==> src/design/lisp_token_scanner_top_assert.svh <==
// Assertion macros shared by the token scanner RTL.
// Included by lts_queue and lts_back; depends on nothing else.
`ifndef LISP_TOKEN_SCANNER_TOP_ASSERT_SVH
`define LISP_TOKEN_SCANNER_TOP_ASSERT_SVH

// Consequent must hold in the same cycle as the antecedent.
`define LTS_ASSERT_IMPLY(label, ck, rn, ante, cons) \
    label: assert property (@(posedge ck) disable iff (!(rn)) (ante) |-> (cons)) \
        else $error("lts: implication check failed");

// Consequent must hold in the cycle after the antecedent.
`define LTS_ASSERT_NEXT(label, ck, rn, ante, cons) \
    label: assert property (@(posedge ck) disable iff (!(rn)) (ante) |=> (cons)) \
        else $error("lts: next-cycle check failed");

`endif

==> src/design/lts_pkg.sv <==
// Types and constants of the token scanner.
// Used by lts_front, lts_queue, lts_back and lisp_token_scanner_top; no dependencies.
`default_nettype none

package lts_pkg;

    typedef struct packed {
        logic [7:0] ch;
        logic       end_of_input;
    } char_item_t;

    typedef struct packed {
        logic [4:0]  token_kind;
        logic [15:0] start_offset;
        logic [16:0] token_length;
        logic [15:0] line_number;
        logic        last_result;
    } tok_item_t;

    // All tokens caused by one source byte, oldest in slot 0.
    typedef struct packed {
        logic [1:0]          count;
        tok_item_t [2:0]     tok;
    } bundle_t;

    localparam logic [4:0] KIND_EOF     = 5'd0;
    localparam logic [4:0] KIND_NUMBER  = 5'd1;
    localparam logic [4:0] KIND_NAME    = 5'd2;
    localparam logic [4:0] KIND_QUOTE   = 5'd3;
    localparam logic [4:0] KIND_CONS    = 5'd4;
    localparam logic [4:0] KIND_CAR     = 5'd5;
    localparam logic [4:0] KIND_TRUE    = 5'd6;
    localparam logic [4:0] KIND_FALSE   = 5'd7;
    localparam logic [4:0] KIND_PLUS    = 5'd8;
    localparam logic [4:0] KIND_MINUS   = 5'd9;
    localparam logic [4:0] KIND_STAR    = 5'd10;
    localparam logic [4:0] KIND_SLASH   = 5'd11;
    localparam logic [4:0] KIND_TICK    = 5'd12;
    localparam logic [4:0] KIND_LPAREN  = 5'd13;
    localparam logic [4:0] KIND_RPAREN  = 5'd14;
    localparam logic [4:0] KIND_EQ      = 5'd15;
    localparam logic [4:0] KIND_EQEQ    = 5'd16;
    localparam logic [4:0] KIND_GT      = 5'd17;
    localparam logic [4:0] KIND_GE      = 5'd18;
    localparam logic [4:0] KIND_LT      = 5'd19;
    localparam logic [4:0] KIND_LE      = 5'd20;
    localparam logic [4:0] KIND_BANG    = 5'd21;
    localparam logic [4:0] KIND_NE      = 5'd22;
    localparam logic [4:0] KIND_STRING  = 5'd23;
    localparam logic [4:0] KIND_UNKNOWN = 5'd24;
    localparam logic [4:0] KIND_UNTERM  = 5'd25;

    // Keyword spellings, first byte in the most significant position.
    localparam logic [39:0] KW_QUOTE = 40'h71756F7465;
    localparam logic [39:0] KW_CONS  = 40'h00636F6E73;
    localparam logic [39:0] KW_CAR   = 40'h0000636172;
    localparam logic [39:0] KW_TRUE  = 40'h0074727565;
    localparam logic [39:0] KW_FALSE = 40'h66616C7365;

endpackage

`default_nettype wire

==> src/design/lts_front.sv <==
// Front end of the token scanner: classifies each byte and builds its token bundle.
// Depends on lts_pkg.
`default_nettype none

module lts_front #(
    parameter int unsigned MAX_SOURCE_BYTES = 65536
) (
    input  logic                clk,
    input  logic                rst_n,
    input  logic                accept,
    input  lts_pkg::char_item_t item,
    output logic                wr_en,
    output lts_pkg::bundle_t    wr_data
);

    localparam int unsigned POS_W = $clog2(MAX_SOURCE_BYTES + 1);
    localparam int unsigned CMP_W = (POS_W > 17) ? POS_W + 1 : 18;
    localparam logic [POS_W-1:0] POS_MAX = POS_W'(MAX_SOURCE_BYTES);

    typedef enum logic [2:0] {
        MODE_IDLE,
        MODE_INT,
        MODE_FRAC,
        MODE_NAME,
        MODE_PEND,
        MODE_STRING,
        MODE_COMMENT
    } mode_t;

    mode_t             mode_reg, mode_next, mode_mid;
    logic [POS_W-1:0]  start_reg, start_next, start_mid;
    logic [POS_W-1:0]  pos_reg, pos_next, pos_inc;
    logic [15:0]       line_reg, line_next, line_mid;
    logic [39:0]       prefix_reg, prefix_next, prefix_mid;
    logic [2:0]        ncount_reg, ncount_next, ncount_mid;
    logic [7:0]        pend_reg, pend_next, pend_mid;

    logic [7:0]            c;
    logic                  fin;
    logic                  is_dig, is_let, again;
    logic [4:0]            op_kind;
    lts_pkg::tok_item_t    cand [4];
    logic [3:0]            cand_v;
    logic [1:0]            n;

    function automatic lts_pkg::tok_item_t make_token(
        input logic [4:0]       kind,
        input logic [POS_W-1:0] start,
        input logic [CMP_W-1:0] len,
        input logic [15:0]      line
    );
        logic [CMP_W-1:0]   s_ext;
        lts_pkg::tok_item_t t;
        s_ext = CMP_W'(start);
        t.token_kind   = kind;
        t.start_offset = (s_ext > CMP_W'(17'h0FFFF)) ? 16'hFFFF : s_ext[15:0];
        t.token_length = (len > CMP_W'(17'h1FFFF)) ? 17'h1FFFF : len[16:0];
        t.line_number  = line;
        t.last_result  = 1'b0;
        return t;
    endfunction

    function automatic logic [CMP_W-1:0] span(
        input logic [POS_W-1:0] stop,
        input logic [POS_W-1:0] start
    );
        return CMP_W'(stop) - CMP_W'(start);
    endfunction

    function automatic logic [4:0] name_kind(input logic [39:0] p, input logic [2:0] k);
        logic [4:0] r;
        r = lts_pkg::KIND_NAME;
        if (k == 3'd5 && p == lts_pkg::KW_QUOTE) r = lts_pkg::KIND_QUOTE;
        if (k == 3'd4 && p == lts_pkg::KW_CONS)  r = lts_pkg::KIND_CONS;
        if (k == 3'd3 && p == lts_pkg::KW_CAR)   r = lts_pkg::KIND_CAR;
        if (k == 3'd4 && p == lts_pkg::KW_TRUE)  r = lts_pkg::KIND_TRUE;
        if (k == 3'd5 && p == lts_pkg::KW_FALSE) r = lts_pkg::KIND_FALSE;
        return r;
    endfunction

    function automatic logic [4:0] single_op(input logic [7:0] b);
        logic [4:0] r;
        case (b)
            "+":     r = lts_pkg::KIND_PLUS;
            "-":     r = lts_pkg::KIND_MINUS;
            "*":     r = lts_pkg::KIND_STAR;
            "/":     r = lts_pkg::KIND_SLASH;
            "'":     r = lts_pkg::KIND_TICK;
            "(":     r = lts_pkg::KIND_LPAREN;
            ")":     r = lts_pkg::KIND_RPAREN;
            default: r = lts_pkg::KIND_EOF;
        endcase
        return r;
    endfunction

    function automatic logic [4:0] cmp_kind(input logic [7:0] b, input logic two);
        logic [4:0] r;
        case (b)
            "=":     r = two ? lts_pkg::KIND_EQEQ : lts_pkg::KIND_EQ;
            ">":     r = two ? lts_pkg::KIND_GE   : lts_pkg::KIND_GT;
            "<":     r = two ? lts_pkg::KIND_LE   : lts_pkg::KIND_LT;
            default: r = two ? lts_pkg::KIND_NE   : lts_pkg::KIND_BANG;
        endcase
        return r;
    endfunction

    assign c       = item.ch;
    assign fin     = item.end_of_input;
    assign is_dig  = c inside {["0":"9"]};
    assign is_let  = (c inside {["a":"z"]}) || (c inside {["A":"Z"]});
    assign op_kind = single_op(c);
    assign pos_inc = (pos_reg < POS_MAX) ? pos_reg + POS_W'(1) : pos_reg;

    always_comb
    begin
        mode_mid   = mode_reg;
        start_mid  = start_reg;
        line_mid   = line_reg;
        prefix_mid = prefix_reg;
        ncount_mid = ncount_reg;
        pend_mid   = pend_reg;
        again      = 1'b0;
        cand_v     = 4'b0000;
        for (int i = 0; i < 4; i++)
        begin
            cand[i] = make_token(lts_pkg::KIND_EOF, pos_inc, '0, line_reg);
        end

        // Finish or extend the token in progress.
        case (mode_reg)
            MODE_INT:
            begin
                if (c == ".")
                begin
                    mode_mid = MODE_FRAC;
                end
                else if (!is_dig)
                begin
                    cand_v[0] = 1'b1;
                    cand[0]   = make_token(lts_pkg::KIND_NUMBER, start_reg,
                                           span(pos_reg, start_reg), line_reg);
                    again     = 1'b1;
                end
            end
            MODE_FRAC:
            begin
                if (!is_dig)
                begin
                    cand_v[0] = 1'b1;
                    cand[0]   = make_token(lts_pkg::KIND_NUMBER, start_reg,
                                           span(pos_reg, start_reg), line_reg);
                    again     = 1'b1;
                end
            end
            MODE_NAME:
            begin
                if (is_dig || is_let)
                begin
                    if (ncount_reg < 3'd5)
                    begin
                        prefix_mid = {prefix_reg[31:0], c};
                    end
                    if (ncount_reg < 3'd6)
                    begin
                        ncount_mid = ncount_reg + 3'd1;
                    end
                end
                else
                begin
                    cand_v[0] = 1'b1;
                    cand[0]   = make_token(name_kind(prefix_reg, ncount_reg), start_reg,
                                           span(pos_reg, start_reg), line_reg);
                    again     = 1'b1;
                end
            end
            MODE_PEND:
            begin
                cand_v[0] = 1'b1;
                if (c == "=")
                begin
                    cand[0]  = make_token(cmp_kind(pend_reg, 1'b1), start_reg,
                                          CMP_W'(2), line_reg);
                    mode_mid = MODE_IDLE;
                end
                else
                begin
                    cand[0] = make_token(cmp_kind(pend_reg, 1'b0), start_reg,
                                         CMP_W'(1), line_reg);
                    again   = 1'b1;
                end
            end
            MODE_STRING:
            begin
                if (c == "\"")
                begin
                    cand_v[0] = 1'b1;
                    cand[0]   = make_token(lts_pkg::KIND_STRING, start_reg,
                                           span(pos_reg, start_reg) + CMP_W'(1), line_reg);
                    mode_mid  = MODE_IDLE;
                end
            end
            MODE_COMMENT:
            begin
                again = (c == "\n");
            end
            default:
            begin
                again = 1'b1;
            end
        endcase

        // Rescan the byte as the start of something new.
        if (again)
        begin
            mode_mid = MODE_IDLE;
            if (c == " " || c == "\t" || c == "\r")
            begin
                mode_mid = MODE_IDLE;
            end
            else if (c == "\n")
            begin
                line_mid = (line_reg != 16'hFFFF) ? line_reg + 16'd1 : line_reg;
            end
            else if (c == ";")
            begin
                mode_mid = MODE_COMMENT;
            end
            else if (is_dig)
            begin
                start_mid = pos_reg;
                mode_mid  = MODE_INT;
            end
            else if (is_let)
            begin
                start_mid  = pos_reg;
                mode_mid   = MODE_NAME;
                prefix_mid = {32'd0, c};
                ncount_mid = 3'd1;
            end
            else if (op_kind != lts_pkg::KIND_EOF)
            begin
                cand_v[1] = 1'b1;
                cand[1]   = make_token(op_kind, pos_reg, CMP_W'(1), line_reg);
            end
            else if (c == "=" || c == ">" || c == "<" || c == "!")
            begin
                if (fin)
                begin
                    cand_v[1] = 1'b1;
                    cand[1]   = make_token(cmp_kind(c, 1'b0), pos_reg, CMP_W'(1), line_reg);
                end
                else
                begin
                    start_mid = pos_reg;
                    pend_mid  = c;
                    mode_mid  = MODE_PEND;
                end
            end
            else if (c == "\"")
            begin
                start_mid = pos_reg;
                mode_mid  = MODE_STRING;
            end
            else
            begin
                cand_v[1] = 1'b1;
                cand[1]   = make_token(lts_pkg::KIND_UNKNOWN, pos_reg, CMP_W'(1), line_reg);
            end
        end

        // Close the source on its final byte.
        if (fin)
        begin
            case (mode_mid)
                MODE_INT, MODE_FRAC:
                begin
                    cand_v[2] = 1'b1;
                    cand[2]   = make_token(lts_pkg::KIND_NUMBER, start_mid,
                                           span(pos_inc, start_mid), line_mid);
                end
                MODE_NAME:
                begin
                    cand_v[2] = 1'b1;
                    cand[2]   = make_token(name_kind(prefix_mid, ncount_mid), start_mid,
                                           span(pos_inc, start_mid), line_mid);
                end
                MODE_STRING:
                begin
                    cand_v[2] = 1'b1;
                    cand[2]   = make_token(lts_pkg::KIND_UNTERM, start_mid,
                                           span(pos_inc, start_mid), line_mid);
                end
                default:
                begin
                    cand_v[2] = 1'b0;
                end
            endcase
            cand_v[3] = 1'b1;
            cand[3]   = make_token(lts_pkg::KIND_EOF, pos_inc, '0, line_mid);
        end
    end

    // Pack up to three tokens in order; drop any beyond the third.
    always_comb
    begin
        n       = 2'd0;
        wr_data = '0;
        for (int i = 0; i < 4; i++)
        begin
            if (cand_v[i] && n != 2'd3)
            begin
                wr_data.tok[n] = cand[i];
                n              = n + 2'd1;
            end
        end
        wr_data.count = n;
        wr_en         = accept && (n != 2'd0);
    end

    always_comb
    begin
        mode_next   = mode_reg;
        start_next  = start_reg;
        pos_next    = pos_reg;
        line_next   = line_reg;
        prefix_next = prefix_reg;
        ncount_next = ncount_reg;
        pend_next   = pend_reg;
        if (accept)
        begin
            if (fin)
            begin
                mode_next   = MODE_IDLE;
                start_next  = '0;
                pos_next    = '0;
                line_next   = '0;
                prefix_next = '0;
                ncount_next = '0;
                pend_next   = '0;
            end
            else
            begin
                mode_next   = mode_mid;
                start_next  = start_mid;
                pos_next    = pos_inc;
                line_next   = line_mid;
                prefix_next = prefix_mid;
                ncount_next = ncount_mid;
                pend_next   = pend_mid;
            end
        end
    end

    always_ff @(posedge clk or negedge rst_n)
    begin
        if (!rst_n)
        begin
            mode_reg   <= MODE_IDLE;
            start_reg  <= '0;
            pos_reg    <= '0;
            line_reg   <= '0;
            prefix_reg <= '0;
            ncount_reg <= '0;
            pend_reg   <= '0;
        end
        else
        begin
            mode_reg   <= mode_next;
            start_reg  <= start_next;
            pos_reg    <= pos_next;
            line_reg   <= line_next;
            prefix_reg <= prefix_next;
            ncount_reg <= ncount_next;
            pend_reg   <= pend_next;
        end
    end

endmodule

`default_nettype wire

==> src/design/lts_queue.sv <==
// Bundle queue between the scanner front end and the token sequencer.
// Depends on lts_pkg and lisp_token_scanner_top_assert.svh.
`default_nettype none

`include "lisp_token_scanner_top_assert.svh"

module lts_queue #(
    parameter int unsigned DEPTH = 4
) (
    input  logic             clk,
    input  logic             rst_n,
    input  logic             wr_en,
    input  lts_pkg::bundle_t wr_data,
    output logic             full,
    input  logic             rd_en,
    output lts_pkg::bundle_t rd_data,
    output logic             nonempty
);

    localparam int unsigned PTR_W = (DEPTH > 1) ? $clog2(DEPTH) : 1;
    localparam int unsigned CNT_W = $clog2(DEPTH + 1);
    localparam logic [PTR_W-1:0] PTR_LAST = PTR_W'(DEPTH - 1);
    localparam logic [CNT_W-1:0] CNT_FULL = CNT_W'(DEPTH);

    lts_pkg::bundle_t   slot_reg [DEPTH];
    logic [PTR_W-1:0]   wr_ptr_reg, wr_ptr_next;
    logic [PTR_W-1:0]   rd_ptr_reg, rd_ptr_next;
    logic [CNT_W-1:0]   count_reg, count_next;

    assign full     = (count_reg == CNT_FULL);
    assign nonempty = (count_reg != '0);
    assign rd_data  = slot_reg[rd_ptr_reg];

    always_comb
    begin
        wr_ptr_next = wr_ptr_reg;
        rd_ptr_next = rd_ptr_reg;
        count_next  = count_reg;
        if (wr_en)
        begin
            wr_ptr_next = (wr_ptr_reg == PTR_LAST) ? '0 : wr_ptr_reg + PTR_W'(1);
        end
        if (rd_en)
        begin
            rd_ptr_next = (rd_ptr_reg == PTR_LAST) ? '0 : rd_ptr_reg + PTR_W'(1);
        end
        if (wr_en && !rd_en)
        begin
            count_next = count_reg + CNT_W'(1);
        end
        else if (rd_en && !wr_en)
        begin
            count_next = count_reg - CNT_W'(1);
        end
    end

    always_ff @(posedge clk)
    begin
        if (wr_en)
        begin
            slot_reg[wr_ptr_reg] <= wr_data;
        end
    end

    always_ff @(posedge clk or negedge rst_n)
    begin
        if (!rst_n)
        begin
            wr_ptr_reg <= '0;
            rd_ptr_reg <= '0;
            count_reg  <= '0;
        end
        else
        begin
            wr_ptr_reg <= wr_ptr_next;
            rd_ptr_reg <= rd_ptr_next;
            count_reg  <= count_next;
        end
    end

    `LTS_ASSERT_IMPLY(a_no_write_when_full, clk, rst_n, wr_en, !full)
    `LTS_ASSERT_NEXT(a_count_tracks_write, clk, rst_n, wr_en && !rd_en,
        count_reg == $past(count_reg) + CNT_W'(1))

endmodule

`default_nettype wire

==> src/design/lts_back.sv <==
// Token sequencer: unpacks bundles and presents one token at a time.
// Depends on lts_pkg and lisp_token_scanner_top_assert.svh.
`default_nettype none

`include "lisp_token_scanner_top_assert.svh"

module lts_back (
    input  logic                clk,
    input  logic                rst_n,
    input  logic                fifo_nonempty,
    input  lts_pkg::bundle_t    fifo_data,
    output logic                fifo_rd,
    output logic                empty,
    input  logic                pop,
    output lts_pkg::tok_item_t  token
);

    lts_pkg::bundle_t cur_reg, cur_next;
    logic             cur_valid_reg, cur_valid_next;
    logic [1:0]       idx_reg, idx_next;
    logic             is_last, advance, load;

    assign is_last = ((idx_reg + 2'd1) == cur_reg.count);
    assign advance = pop && cur_valid_reg;
    assign load    = fifo_nonempty && (!cur_valid_reg || (advance && is_last));
    assign fifo_rd = load;
    assign empty   = !cur_valid_reg;

    always_comb
    begin
        token             = cur_reg.tok[idx_reg];
        token.last_result = is_last;
    end

    always_comb
    begin
        cur_next       = cur_reg;
        cur_valid_next = cur_valid_reg;
        idx_next       = idx_reg;
        if (load)
        begin
            cur_next       = fifo_data;
            cur_valid_next = 1'b1;
            idx_next       = 2'd0;
        end
        else if (advance && is_last)
        begin
            cur_valid_next = 1'b0;
        end
        else if (advance)
        begin
            idx_next = idx_reg + 2'd1;
        end
    end

    always_ff @(posedge clk)
    begin
        cur_reg <= cur_next;
    end

    always_ff @(posedge clk or negedge rst_n)
    begin
        if (!rst_n)
        begin
            cur_valid_reg <= 1'b0;
            idx_reg       <= 2'd0;
        end
        else
        begin
            cur_valid_reg <= cur_valid_next;
            idx_reg       <= idx_next;
        end
    end

    `LTS_ASSERT_IMPLY(a_index_in_bundle, clk, rst_n, cur_valid_reg, idx_reg < cur_reg.count)
    `LTS_ASSERT_IMPLY(a_load_needs_data, clk, rst_n, fifo_rd, fifo_nonempty)

endmodule

`default_nettype wire

==> src/design/lisp_token_scanner_top.sv <==
// Top level of the lisp token scanner: front end, bundle queue, token sequencer.
// Depends on lts_pkg, lts_front, lts_queue and lts_back.
//
//   channel  direction  handshake            payload
//   -------  ---------  -------------------  ----------------------------------
//   source   in         push / full          char_item (ch, end_of_input)
//   tokens   out        empty / pop          token (kind, start, length, line,
//                                            last_result)
//
// One source byte is accepted per cycle while the bundle queue has room.
// A byte yields zero to three tokens and tokens leave one per cycle while pop
// is held, so the output side sets the sustained rate when bytes yield many tokens.
// The first token of a byte is registered in the queue and then in the sequencer before it is on the output.
// Reset (rst_n low, asynchronous) returns to the start of a source and empties all.
// A stalled output fills the queue, and full then holds off the source.
`default_nettype none

module lisp_token_scanner_top #(
    // Byte offsets saturate at this value; sets the position counter width.
    parameter int unsigned MAX_SOURCE_BYTES = 65536,
    // Token bundles buffered between scanner and sequencer (2 to 16).
    parameter int unsigned QUEUE_DEPTH      = 4
) (
    input  logic                clk,
    input  logic                rst_n,
    input  logic                push,
    output logic                full,
    input  lts_pkg::char_item_t char_item,
    output logic                empty,
    input  logic                pop,
    output lts_pkg::tok_item_t  token
);

    logic             accept;
    logic             q_wr_en;
    lts_pkg::bundle_t q_wr_data;
    logic             q_rd_en;
    lts_pkg::bundle_t q_rd_data;
    logic             q_nonempty;

    // Take a byte only when the queue can hold whatever it produces.
    assign accept = push && !full;

    // Classify the byte, advance scan state, build its token bundle.
    lts_front #(
        .MAX_SOURCE_BYTES (MAX_SOURCE_BYTES)
    ) u_front (
        .clk     (clk),
        .rst_n   (rst_n),
        .accept  (accept),
        .item    (char_item),
        .wr_en   (q_wr_en),
        .wr_data (q_wr_data)
    );

    // Hold bundles so that scanning and token delivery stall independently.
    lts_queue #(
        .DEPTH (QUEUE_DEPTH)
    ) u_queue (
        .clk      (clk),
        .rst_n    (rst_n),
        .wr_en    (q_wr_en),
        .wr_data  (q_wr_data),
        .full     (full),
        .rd_en    (q_rd_en),
        .rd_data  (q_rd_data),
        .nonempty (q_nonempty)
    );

    // Drain bundles one token per pop and flag the final token of each byte.
    lts_back u_back (
        .clk           (clk),
        .rst_n         (rst_n),
        .fifo_nonempty (q_nonempty),
        .fifo_data     (q_rd_data),
        .fifo_rd       (q_rd_en),
        .empty         (empty),
        .pop           (pop),
        .token         (token)
    );

endmodule

`default_nettype wire
==> config.mk <==
export PLATFORM = sky130hd
export DESIGN_NAME = lisp_token_scanner_top
export DESIGN_NICKNAME = d
export VERILOG_FILES = /design/src/design/lts_pkg.sv /design/src/design/lts_front.sv /design/src/design/lts_queue.sv /design/src/design/lts_back.sv /design/src/design/lisp_token_scanner_top.sv
export VERILOG_INCLUDE_DIRS = /design/src /design/src/design
export SDC_FILE = /design/constraint.sdc
export NUM_CORES = 1
export LEC_CHECK = 0
export BUFFER_PORTS_ARGS = -buffer_cell sky130_fd_sc_hd__buf_2
export CORE_UTILIZATION = 43
export CTS_CLUSTER_SIZE = 14
export DETAILED_ROUTE_END_ITERATION = 7
export PLACE_DENSITY = 0.69
export REMOVE_ABC_BUFFERS = 1
export SETUP_SLACK_MARGIN = 0.4
export SKIP_LAST_GASP = 1
export SLEW_MARGIN = 20
export SYNTH_ARGS = -nofsm -noshare
export SYNTH_HDL_FRONTEND = slang
export SYNTH_HIERARCHICAL = 1
export SYNTH_SLANG_ARGS = --single-unit
==> constraint.sdc <==
create_clock -name clk -period 12.6 [get_ports clk]
set_input_delay 0.63 -clock clk [delete_from_list [all_inputs] [get_ports clk]]
set_output_delay 0.63 -clock clk [all_outputs]
set_load 0.005 [all_outputs]
==> results of run 1 <==
stage by stage:
stage	total power (W)	cell area, um2	hold WS [ns]	util	worst slack, ns
2_1_floorplan	0.00738	41600	0.334	-	3.27
3_3_place_gp	0.00838	44000	0.478	0.448	3.85
3_5_place_dp	0.00844	44000	0.483	0.448	3.72
4_1_cts	0.0112	47100	0.00436	0.479	4.36
5_1_grt	0.0117	47100	0.0607	0.479	3.86
6_report	0.0111	47100	-0.00204	0.479	4.26
placed cells by master (no fill, tap or decap), types with 14 or more instances in the layout:
master     count
buf_2         68
clkbuf_1      29
nand3_1       54
or3_1         19
o31ai_1       38
nor3_1        40
o21ai_1       19
nand2_1      230
a31oi_1       14
buf_4         32
ha_1          58
a211oi_1      17
nor2_1       203
a22oi_1       20
nor4_1        19
clkinv_1      15
nand4_1       19
and3_1        16
mux2i_1       86
edfxtp_1     820
nor2b_1       18
nand2b_1      24
a22o_1        44
a21oi_1      117
xor2_1        22
o2bb2ai_1     33
o22ai_1       55
xnor2_1       44
o21ai_0      164
mux4_2       164
and2_1        16
dfrtp_1      110
inv_1         50
clkbuf_16     96
metal layers:
metal	vias to the layer above	GRT usage	routed length, um
met4	2	0.0720	2880
li1	11600	-	-
met3	178	0.0273	6620
met5	-	0	13
met2	961	0.331	49100
met1	13200	0.285	43400
how the worst max path moves through the flow:
stage / startpoint / endpoint / slack, ns / cells past startpoint
after floorplan: char_item[7] / u_queue/slot_reg[2][100] / 3.27 / 15
after global placement: char_item[5] / u_queue/slot_reg[3][76] / 3.85 / 17
after detailed placement: char_item[2] / u_queue/slot_reg[3][77] / 3.72 / 17
after CTS: u_front/mode_reg[2] / u_queue/slot_reg[3][19] / 4.36 / 16
after global routing: u_front/mode_reg[2] / u_queue/slot_reg[3][134] / 3.86 / 16
final: u_front/mode_reg[2] / u_queue/slot_reg[3][88] / 4.26 / 16
cell type report:
type,instances,area (um2),area share
sequential,934,27500,0.583
multi-input combinational,1768,14000,0.297
clock buffer,128,2550,0.0542
tap,1287,1610,0.0342
timing repair buffer,105,681,0.0144
clock inverter,52,569,0.0121
inverter,53,201,0.00428
antenna,2,5.00,0.000106
power by group through the flow:
stage	clock network (W)	registers, W	logic [W]
floorplan	0	0.00489	0.00249
global placement	0	0.00472	0.00366
detailed placement	0	0.00475	0.00369
CTS	0.00285	0.00469	0.00371
global route	0.00297	0.00475	0.00397
finish	0.00279	0.00468	0.00367
==> summary.txt, run 1 <==
Critical path
  • R2R setup slack: about 4.3 ns
  • R2r startpoint: u_front/mode_reg[2]
  • Max FO, Critical Path: 65
  • Crit path DAT: just under 9 ns
  • CP top delay family: simple AND/OR/NAND/NOR gates
  • WS Path Type: flop to flop
  • CP startpoint kind: flop
  • Buf/Inv on CP: 2
  • Worst Path Required: between 10 and 15 ns
  • Crit-path max cell delay: 0.94 ns
  • Critical-path cell list: or3b_2 -> a21oi_1 -> a221o_1 -> nor3_2 -> mux2_4 -> nor3_2 -> nand2_1 -> o21ai_1 -> inv_1 -> ha_1 -> nor2_1 -> nor3_1 -> a211o_1 -> a21oi_1 -> and2_4 -> buf_4
  • Cells on worst reg2reg path: 16
  • Reg2reg end: u_queue/slot_reg[3][88]
  • Slowest cell on the critical path: and2_4
  • Critical Path End Type: flop

Global routing
  • Vias in the first global route: 25.6k
  • Pin count of the biggest net entering global routing: 150
  • Total grt overflow: 0
  • Initial antenna violation count: 8
  • First-pass GRT wire length: roughly 160000 um
  • GRT Util Overall: 0.204

Clock tree
  • Post-CTS setup buffers: 0
  • Clk slew on worst S/H paths: roughly 0.060 ns
  • TritonCTS clock tree: built
  • Latest clock arrival within the worst-skew pair: slightly below 0.7 ns
  • CTS Hold Bufs: 0
  • # clock sinks: roughly 930
  • Clock Path Buffers: 3
  • Clk root buf: clkbuf_16
  • Htree depth: 3
  • CTS buffer count: 96
  • Post-CTS sizing: 0

Min path
  • Worst hold path type: primary input to asynchronous set/reset pin

Routing
  • Post-Route WL: 102000 um
  • DRC viols: 0
  • Drt wl/cell: 23.6 um
  • Via Count: about 26k
  • Initial drt markers: 2546
  • Routed Antenna Nets: 0
  • Vias/cell: ~6
  • DR pass1 iterations: 5

Timing
  • Relative slew slack: 0.195
  • Final setup fails: 0
  • Final Max Slew Viols: 0
  • Fmax: around 120 MHz
  • Final Hold Slack: -0.00204 ns
  • Setup repair after global routing missed its margin: false
  • Setup tns final: 0 ns
  • Least-Margin Pin Slew: 1.19 ns
  • Clock skew: around 0.029 ns
  • Fin crit period: between 8 and 9 ns
  • Period utilization: 0.662
  • Hold Violations, Final: 1

Power and ir drop
  • Power per cell area: 237 mW/mm2
  • Switch Pwr: roughly 0.0038 W
  • P_int: 0.00735 W
  • Sequential power share: 0.420
  • Maximum vdd drop: ~0.00019 V
  • Comb pwr share: 0.329
  • Clock network power share: 0.251
  • Pleak: approximately 16 nW
  • Switch share: 0.341

Logic synthesis
  • Post-synthesis instance area: 0.0426 mm2
  • Syn avg cell area: between 10 and 15 um2
  • YS warnings: 6
  • Syn Inst Count: between 2k and 3k

Layout
  • Area Overhead vs Synth: 10.6%
  • Non-Filler Instances: approximately 4.3k
  • # fillers: around 8.3k
  • Fin nets: a little over 3k
  • Layout cells sized above 1: 0.160
  • Largest register FFs: approximately 660

Floorplanning
  • I/O pins: 70
  • Vert. Die Dim: about 320 um
  • # rows: roughly 120
  • Initial Util: 0.433
  • DIE AREA: 0.100 mm2
  • Total core area: 0.0983 mm2
  • Width of the die: about 320 um

Place
  • Placer Congestion: around 0.94
  • Post-DP HPWL: ~64000 um
  • Cell count after placement: about 4.1k
  • Buffers on Ports: 69

Status
  • Violated checks: negative hold slack
  • Status: finished with violations

Run
  • Max Cap Viol: 0
Note: power is estimated with default switching activity, not from simulation.
==> run 2, diff against run 1 <==
Clock period 12.6 ns to 8.3 ns, I/O delays scaled along.
==> summary.txt, run 2 (same netlist as run 1, synthesis figures left out) <==
Status
  • Status: finished clean

Clock tree
  • Htree depth: 3
  • TritonCTS clock tree: built
  • Post-CTS setup buffers: 0
  • Clk slew on worst S/H paths: approximately 0.060 ns
  • Latest clock arrival within the worst-skew pair: around 0.67 ns
  • CTS buffer count: between 90 and 100
  • Clk root buf: clkbuf_16
  • # clock sinks: between 900 and 1k
  • Clock Path Buffers: 3
  • Post-CTS sizing: 0

Timing
  • Setup repair after global routing missed its margin: false
  • Final setup fails: 0
  • Period utilization: 0.835
  • Setup tns final: 0 ns
  • Fmax: approximately 140 MHz
  • Final Max Slew Viols: 0
  • Least-Margin Pin Slew: ~1.1 ns
  • Fin worst setup slack: between 1 and 1.5 ns
  • Relative slew slack: 0.249
  • Fin crit period: a little under 7 ns
  • Hold Violations, Final: 0
  • Clock skew: 0.0224 ns

Layout
  • Leading cell type in the layout, fill and taps excluded: edfxtp_1
  • Area Overhead vs Synth: 11.3%
  • Most frequent cells in the layout: edfxtp_1 (820), nand2_1 (230), nor2_1 (202)
  • Largest register FFs: between 600 and 700
  • # fillers: 8223
  • Fin nets: around 3k
  • Layout cells sized above 1: 0.169

Critical path
  • R2R setup slack: 1.37 ns
  • Slowest cell on the critical path: and2_4
  • CP top delay family: simple AND/OR/NAND/NOR gates
  • Buf/Inv on CP: 2
  • WS Path Type: flop to flop
  • Critical Path End Type: flop
  • Cells on worst reg2reg path: 15
  • Crit-path max cell delay: between 0.8 and 0.9 ns
  • Worst Path Required: 8.64 ns
  • Crit path DAT: 7.27 ns
  • Critical-path cell list: or3b_2 -> a21oi_1 -> a221o_1 -> o31ai_2 -> or4_1 -> ha_1 -> xnor2_1 -> inv_1 -> ha_1 -> nor2_1 -> nor3_1 -> a211o_1 -> a21oi_1 -> and2_4 -> buf_4
  • Reg2reg end: u_queue/slot_reg[0][6]
  • CP startpoint kind: flop
  • R2r startpoint: u_front/mode_reg[2]
  • Max FO, Critical Path: 49

Floorplanning
  • Vert. Die Dim: roughly 320 um
  • Total core area: just under 0.1 mm2
  • # rows: ~120
  • I/O pins: 70
  • Width of the die: around 320 um
  • DIE AREA: around 0.10 mm2
  • Initial Util: 0.433

Global routing
  • Total grt overflow: 0
  • First-pass GRT wire length: ~160000 um
  • Pin count of the biggest net entering global routing: a little over 90
  • GRT Util Overall: 0.209
  • Vias in the first global route: about 26k
  • Initial antenna violation count: 4

Routing
  • Initial drt markers: around 2.7k
  • Vias/cell: between 5 and 6
  • Routed Antenna Nets: 0
  • Post-Route WL: approximately 100000 um
  • DRC viols: 0
  • Drt wl/cell: between 20 and 25 um
  • Via Count: 26.0k
  • DR pass1 iterations: 6

Place
  • Placer Congestion: around 0.95
  • Post-DP HPWL: slightly below 70000 um
  • Buffers on Ports: a little under 70
  • Setup WS pre-CTS: 1.33 ns

Power and ir drop
  • Maximum vdd drop: ~0.00027 V
  • Power per cell area: between 300 and 400 mW/mm2
  • Pleak: about 16 nW

Min path
  • Worst hold path type: primary input to flop
  • Hold Path End: u_back/cur_valid_reg
  • WHS Path Cells: 4
  • Hold_sp: pop

Run
  • Max Cap Viol: 0
-- run 2: repair_timing --
item / CTS / global route
hold buffers: 1 / 0
endpoints found under the hold margin: 58 / 0
endpoints found under the setup margin: 0 / 0
-- run 2: tightest hold or removal path, cell delays in order --
cell	delay, ns
buf_2	0.13
inv_1	0.07
a21oi_1	0.06
o21ai_1	0.06
-- run 2: where the power goes --
part	internal [W]	switching, W	leakage [nW]	total (W)
sequential	0.00662	0.000545	9.14	0.00716
combinational	0.00216	0.00346	5.43	0.00561
clock	0.00246	0.00176	1.50	0.00422
-- run 2: worst max path at each step --
stage	startpoint	to	slack (ns)	cells after the start
floorplan	char_item[7]	u_queue/slot_reg[2][100]	-0.81	15
detailed placement	char_item[2]	u_queue/slot_reg[0][116]	1.33	17
global route	u_front/mode_reg[2]	u_queue/slot_reg[0][116]	0.99	15
global placement	char_item[2]	u_queue/slot_reg[0][116]	1.39	17
finish	u_front/mode_reg[2]	u_queue/slot_reg[0][6]	1.37	15
CTS	u_front/mode_reg[2]	u_queue/slot_reg[0][6]	1.45	15
-- run 2: layer usage --
metal / global-route usage / up-vias / share of wire
li1: - / 11600 / -
met5: 0 / - / 0.00050
met3: 0.0275 / 175 / 0.066
met4: 0.0693 / 8 / 0.025
met2: 0.337 / 1005 / 0.48
met1: 0.295 / 13200 / 0.43
-- run 2: layout make-up --
cell class	instances	area, um2	share of cell area
antenna	1	2.50	0.0000528
multi-input combinational	1768	14000	0.296
sequential	934	27500	0.580
tap	1287	1610	0.0340
clock buffer	133	2660	0.0562
timing repair buffer	139	988	0.0209
inverter	53	201	0.00425
clock inverter	41	418	0.00882
-- run 2: per-stage QoR --
step / area (um2) / hold slack [ns] / power, W / utilization / std cells
after detailed placement: 44300 / 0.477 / 0.0129 / 0.451 / 4180
final: 47400 / 0.109 / 0.0170 / 0.482 / 4356
after global placement: 44300 / 0.473 / 0.0128 / 0.451 / 4180
after global routing: 47400 / 0.139 / 0.0178 / 0.482 / 4355
after CTS: 47400 / 0.0813 / 0.0171 / 0.482 / 4355
after floorplan: 41600 / 0.119 / 0.0112 / - / 2755
==> run 3, diff against run 2 <==
Settings changed: ABC_AREA set to 1, PLACE_DENSITY 0.69 to 0.71.
Clock period 8.3 ns to 6.15 ns, I/O delays scaled along.
==> summary.txt, run 3 <==
Status
  • Status: finished clean

Clock tree
  • Clock Path Buffers: 3
  • CTS buffer count: 97
  • Htree depth: 3
  • Post-CTS setup buffers: 0
  • Latest clock arrival within the worst-skew pair: ~0.7 ns
  • TritonCTS clock tree: built
  • # clock sinks: between 900 and 1k
  • Clk slew on worst S/H paths: approximately 0.060 ns
  • Clk root buf: clkbuf_16
  • Post-CTS sizing: 0

Power and ir drop
  • P_int: ~0.018 W
  • Comb pwr share: 0.441
  • Power per cell area: approximately 620 mW/mm2
  • Sequential power share: 0.365
  • Pleak: 20.8 nW
  • Switch share: 0.425
  • Maximum vdd drop: 0.000434 V
  • Switch Pwr: about 0.013 W
  • Tot Pwr: between 0.03 and 0.04 W
  • Clock network power share: 0.194

Floorplanning
  • I/O pins: 70
  • Vert. Die Dim: 331 um
  • Total core area: ~0.11 mm2
  • Width of the die: between 300 and 400 um
  • Initial Util: 0.434
  • # rows: 120
  • DIE AREA: between 0.1 and 0.15 mm2

Layout
  • Final Util: 0.480
  • Fin nets: 4754
  • Inserted Diodes: 0
  • # fillers: 9630
  • Area of the multi-input gates: ~0.015 mm2
  • Largest register FFs: between 600 and 700
  • Most frequent cells in the layout: nand2_1 (1091), edfxtp_1 (820), inv_1 (632)
  • Leading cell type in the layout, fill and taps excluded: nand2_1
  • Area Overhead vs Synth: 10.5%
  • Layout cells sized above 1: 0.0976
  • Register Area: roughly 0.027 mm2

Timing
  • Hold Violations, Final: 0
  • Final setup fails: 0
  • Least-Margin Pin Slew: about 1.2 ns
  • Final Max Slew Viols: 0
  • Relative slew slack: 0.229
  • Clock skew: between 0.04 and 0.05 ns
  • Fin crit period: 5.28 ns
  • Final Hold Slack: 0.0963 ns
  • Setup repair after global routing missed its margin: false
  • Period utilization: 0.859
  • Fmax: roughly 190 MHz

Global routing
  • GRT Util Overall: 0.228
  • Initial antenna violation count: 1
  • First-pass GRT wire length: approximately 190000 um
  • Pin count of the biggest net entering global routing: between 200 and 250
  • Total grt overflow: 0
  • Vias in the first global route: between 30k and 40k

Routing
  • Drt wl/cell: just over 20 um
  • Post-Route WL: roughly 130000 um
  • DR pass1 iterations: 6
  • Routed Antenna Nets: 0
  • DRC viols: 0
  • Via Count: 34.2k
  • Initial drt markers: between 3k and 4k
  • Vias/cell: ~5.5

Critical path
  • WS Path Type: primary input to flop
  • Crit-path max cell delay: around 0.53 ns
  • CP dominant cell by count: nand2_1
  • Slowest cell on the critical path: dlygate4sd3_1
  • Max FO, Critical Path: 40
  • Critical Path End Type: flop
  • Crit path DAT: 5.64 ns
  • CP top delay family: simple AND/OR/NAND/NOR gates
  • Worst Path Required: around 6.5 ns
  • CP startpoint kind: primary input
  • Buf/Inv on CP: 9

Logic synthesis
  • Syn avg cell area: ~9.9 um2
  • Syn Inst Count: between 4k and 5k
  • YS warnings: 6
  • Post-synthesis instance area: ~0.047 mm2

Place
  • Post-DP HPWL: between 80000 and 90000 um
  • Buffers on Ports: 69
  • Placer Congestion: roughly 1.0

Min path
  • Worst hold path type: primary input to flop

Run
  • Max Cap Viol: 0
-- run 3: cell type report --
type | count | area share
clock buffer | 117 | 0.0505
inverter | 663 | 0.0491
timing repair buffer | 150 | 0.0240
clock inverter | 66 | 0.0147
multi-input combinational | 2834 | 0.293
tap | 1403 | 0.0341
sequential | 934 | 0.535
-- run 3: power by group through the flow --
stage	logic [W]	clock network (W)	registers (W)
floorplan	0.00870	0	0.0119
global placement	0.0135	0	0.0116
detailed placement	0.0138	0	0.0116
CTS	0.0139	0.00624	0.0115
global route	0.0153	0.00647	0.0117
finish	0.0140	0.00613	0.0115
-- run 3: path summary, 6_finish.rpt --
| check | from | endpoint | slack [ns] | cells after the start |
|---|---|---|---|---|
| worst max register to register | u_front/mode_reg[0] | u_queue/slot_reg[0][127] | 0.90 | 22 |
| worst min register to register | u_queue/count_reg[2] | u_queue/count_reg[2] | 0.49 | 2 |
| min in group asynchronous | rst_n | u_front/prefix_reg[14] | 0.31 | 2 |
| worst min-delay path | char_item[7] | u_front/prefix_reg[6] | 0.1 | 5 |
| max in group asynchronous | rst_n | u_back/idx_reg[1] | 4.39 | 3 |
| worst max-delay path | char_item[5] | u_queue/slot_reg[0][127] | 0.87 | 27 |
-- run 3: worst reg2reg max path, stage by stage (launching register included) --
cell     delay, ns
dfrtp_1       0.45
nand2_1       0.13
nor2_1        0.10
buf_4         0.27
nand3_2       0.19
nand3_4       0.20
nand2_2       0.12
nor2_4        0.13
nand2_2       0.09
ha_1          0.31
inv_1         0.25
nand2_1       0.12
nand2_1       0.15
inv_1         0.08
ha_1          0.18
nor2_1        0.24
nand2_1       0.08
o21ai_1       0.26
nor2_1        0.10
nor2_1        0.39
nand2_1       0.20
inv_6         0.45
buf_4         0.41
-- run 3: per-stage QoR --
stage          std cells  setup slack, ns  setup TNS, ns  instance area (um2)
2_1_floorplan       4431            -5.62       -2270.13                45000
3_3_place_gp        5979            0.869              0                48000
3_5_place_dp        5979            0.791              0                48000
4_1_cts             6167            0.924              0                51400
5_1_grt             6167            0.452              0                51400
6_report            6167            0.866              0                51400
-- run 3: routing by layer --
metal / wire, um / up-vias / GRT usage
met5: 13 / - / 0
met4: 3880 / 2 / 0.0779
met3: 8860 / 226 / 0.0347
met2: 59100 / 1357 / 0.366
met1: 54100 / 16400 / 0.317
li1: - / 16200 / -
-- run 3: timing repair --
| action | CTS | global route |
|---|---|---|
| endpoints found under the hold margin | 69 | 0 |
| endpoints found under the setup margin | 0 | 0 |
| hold buffers | 5 | 0 |
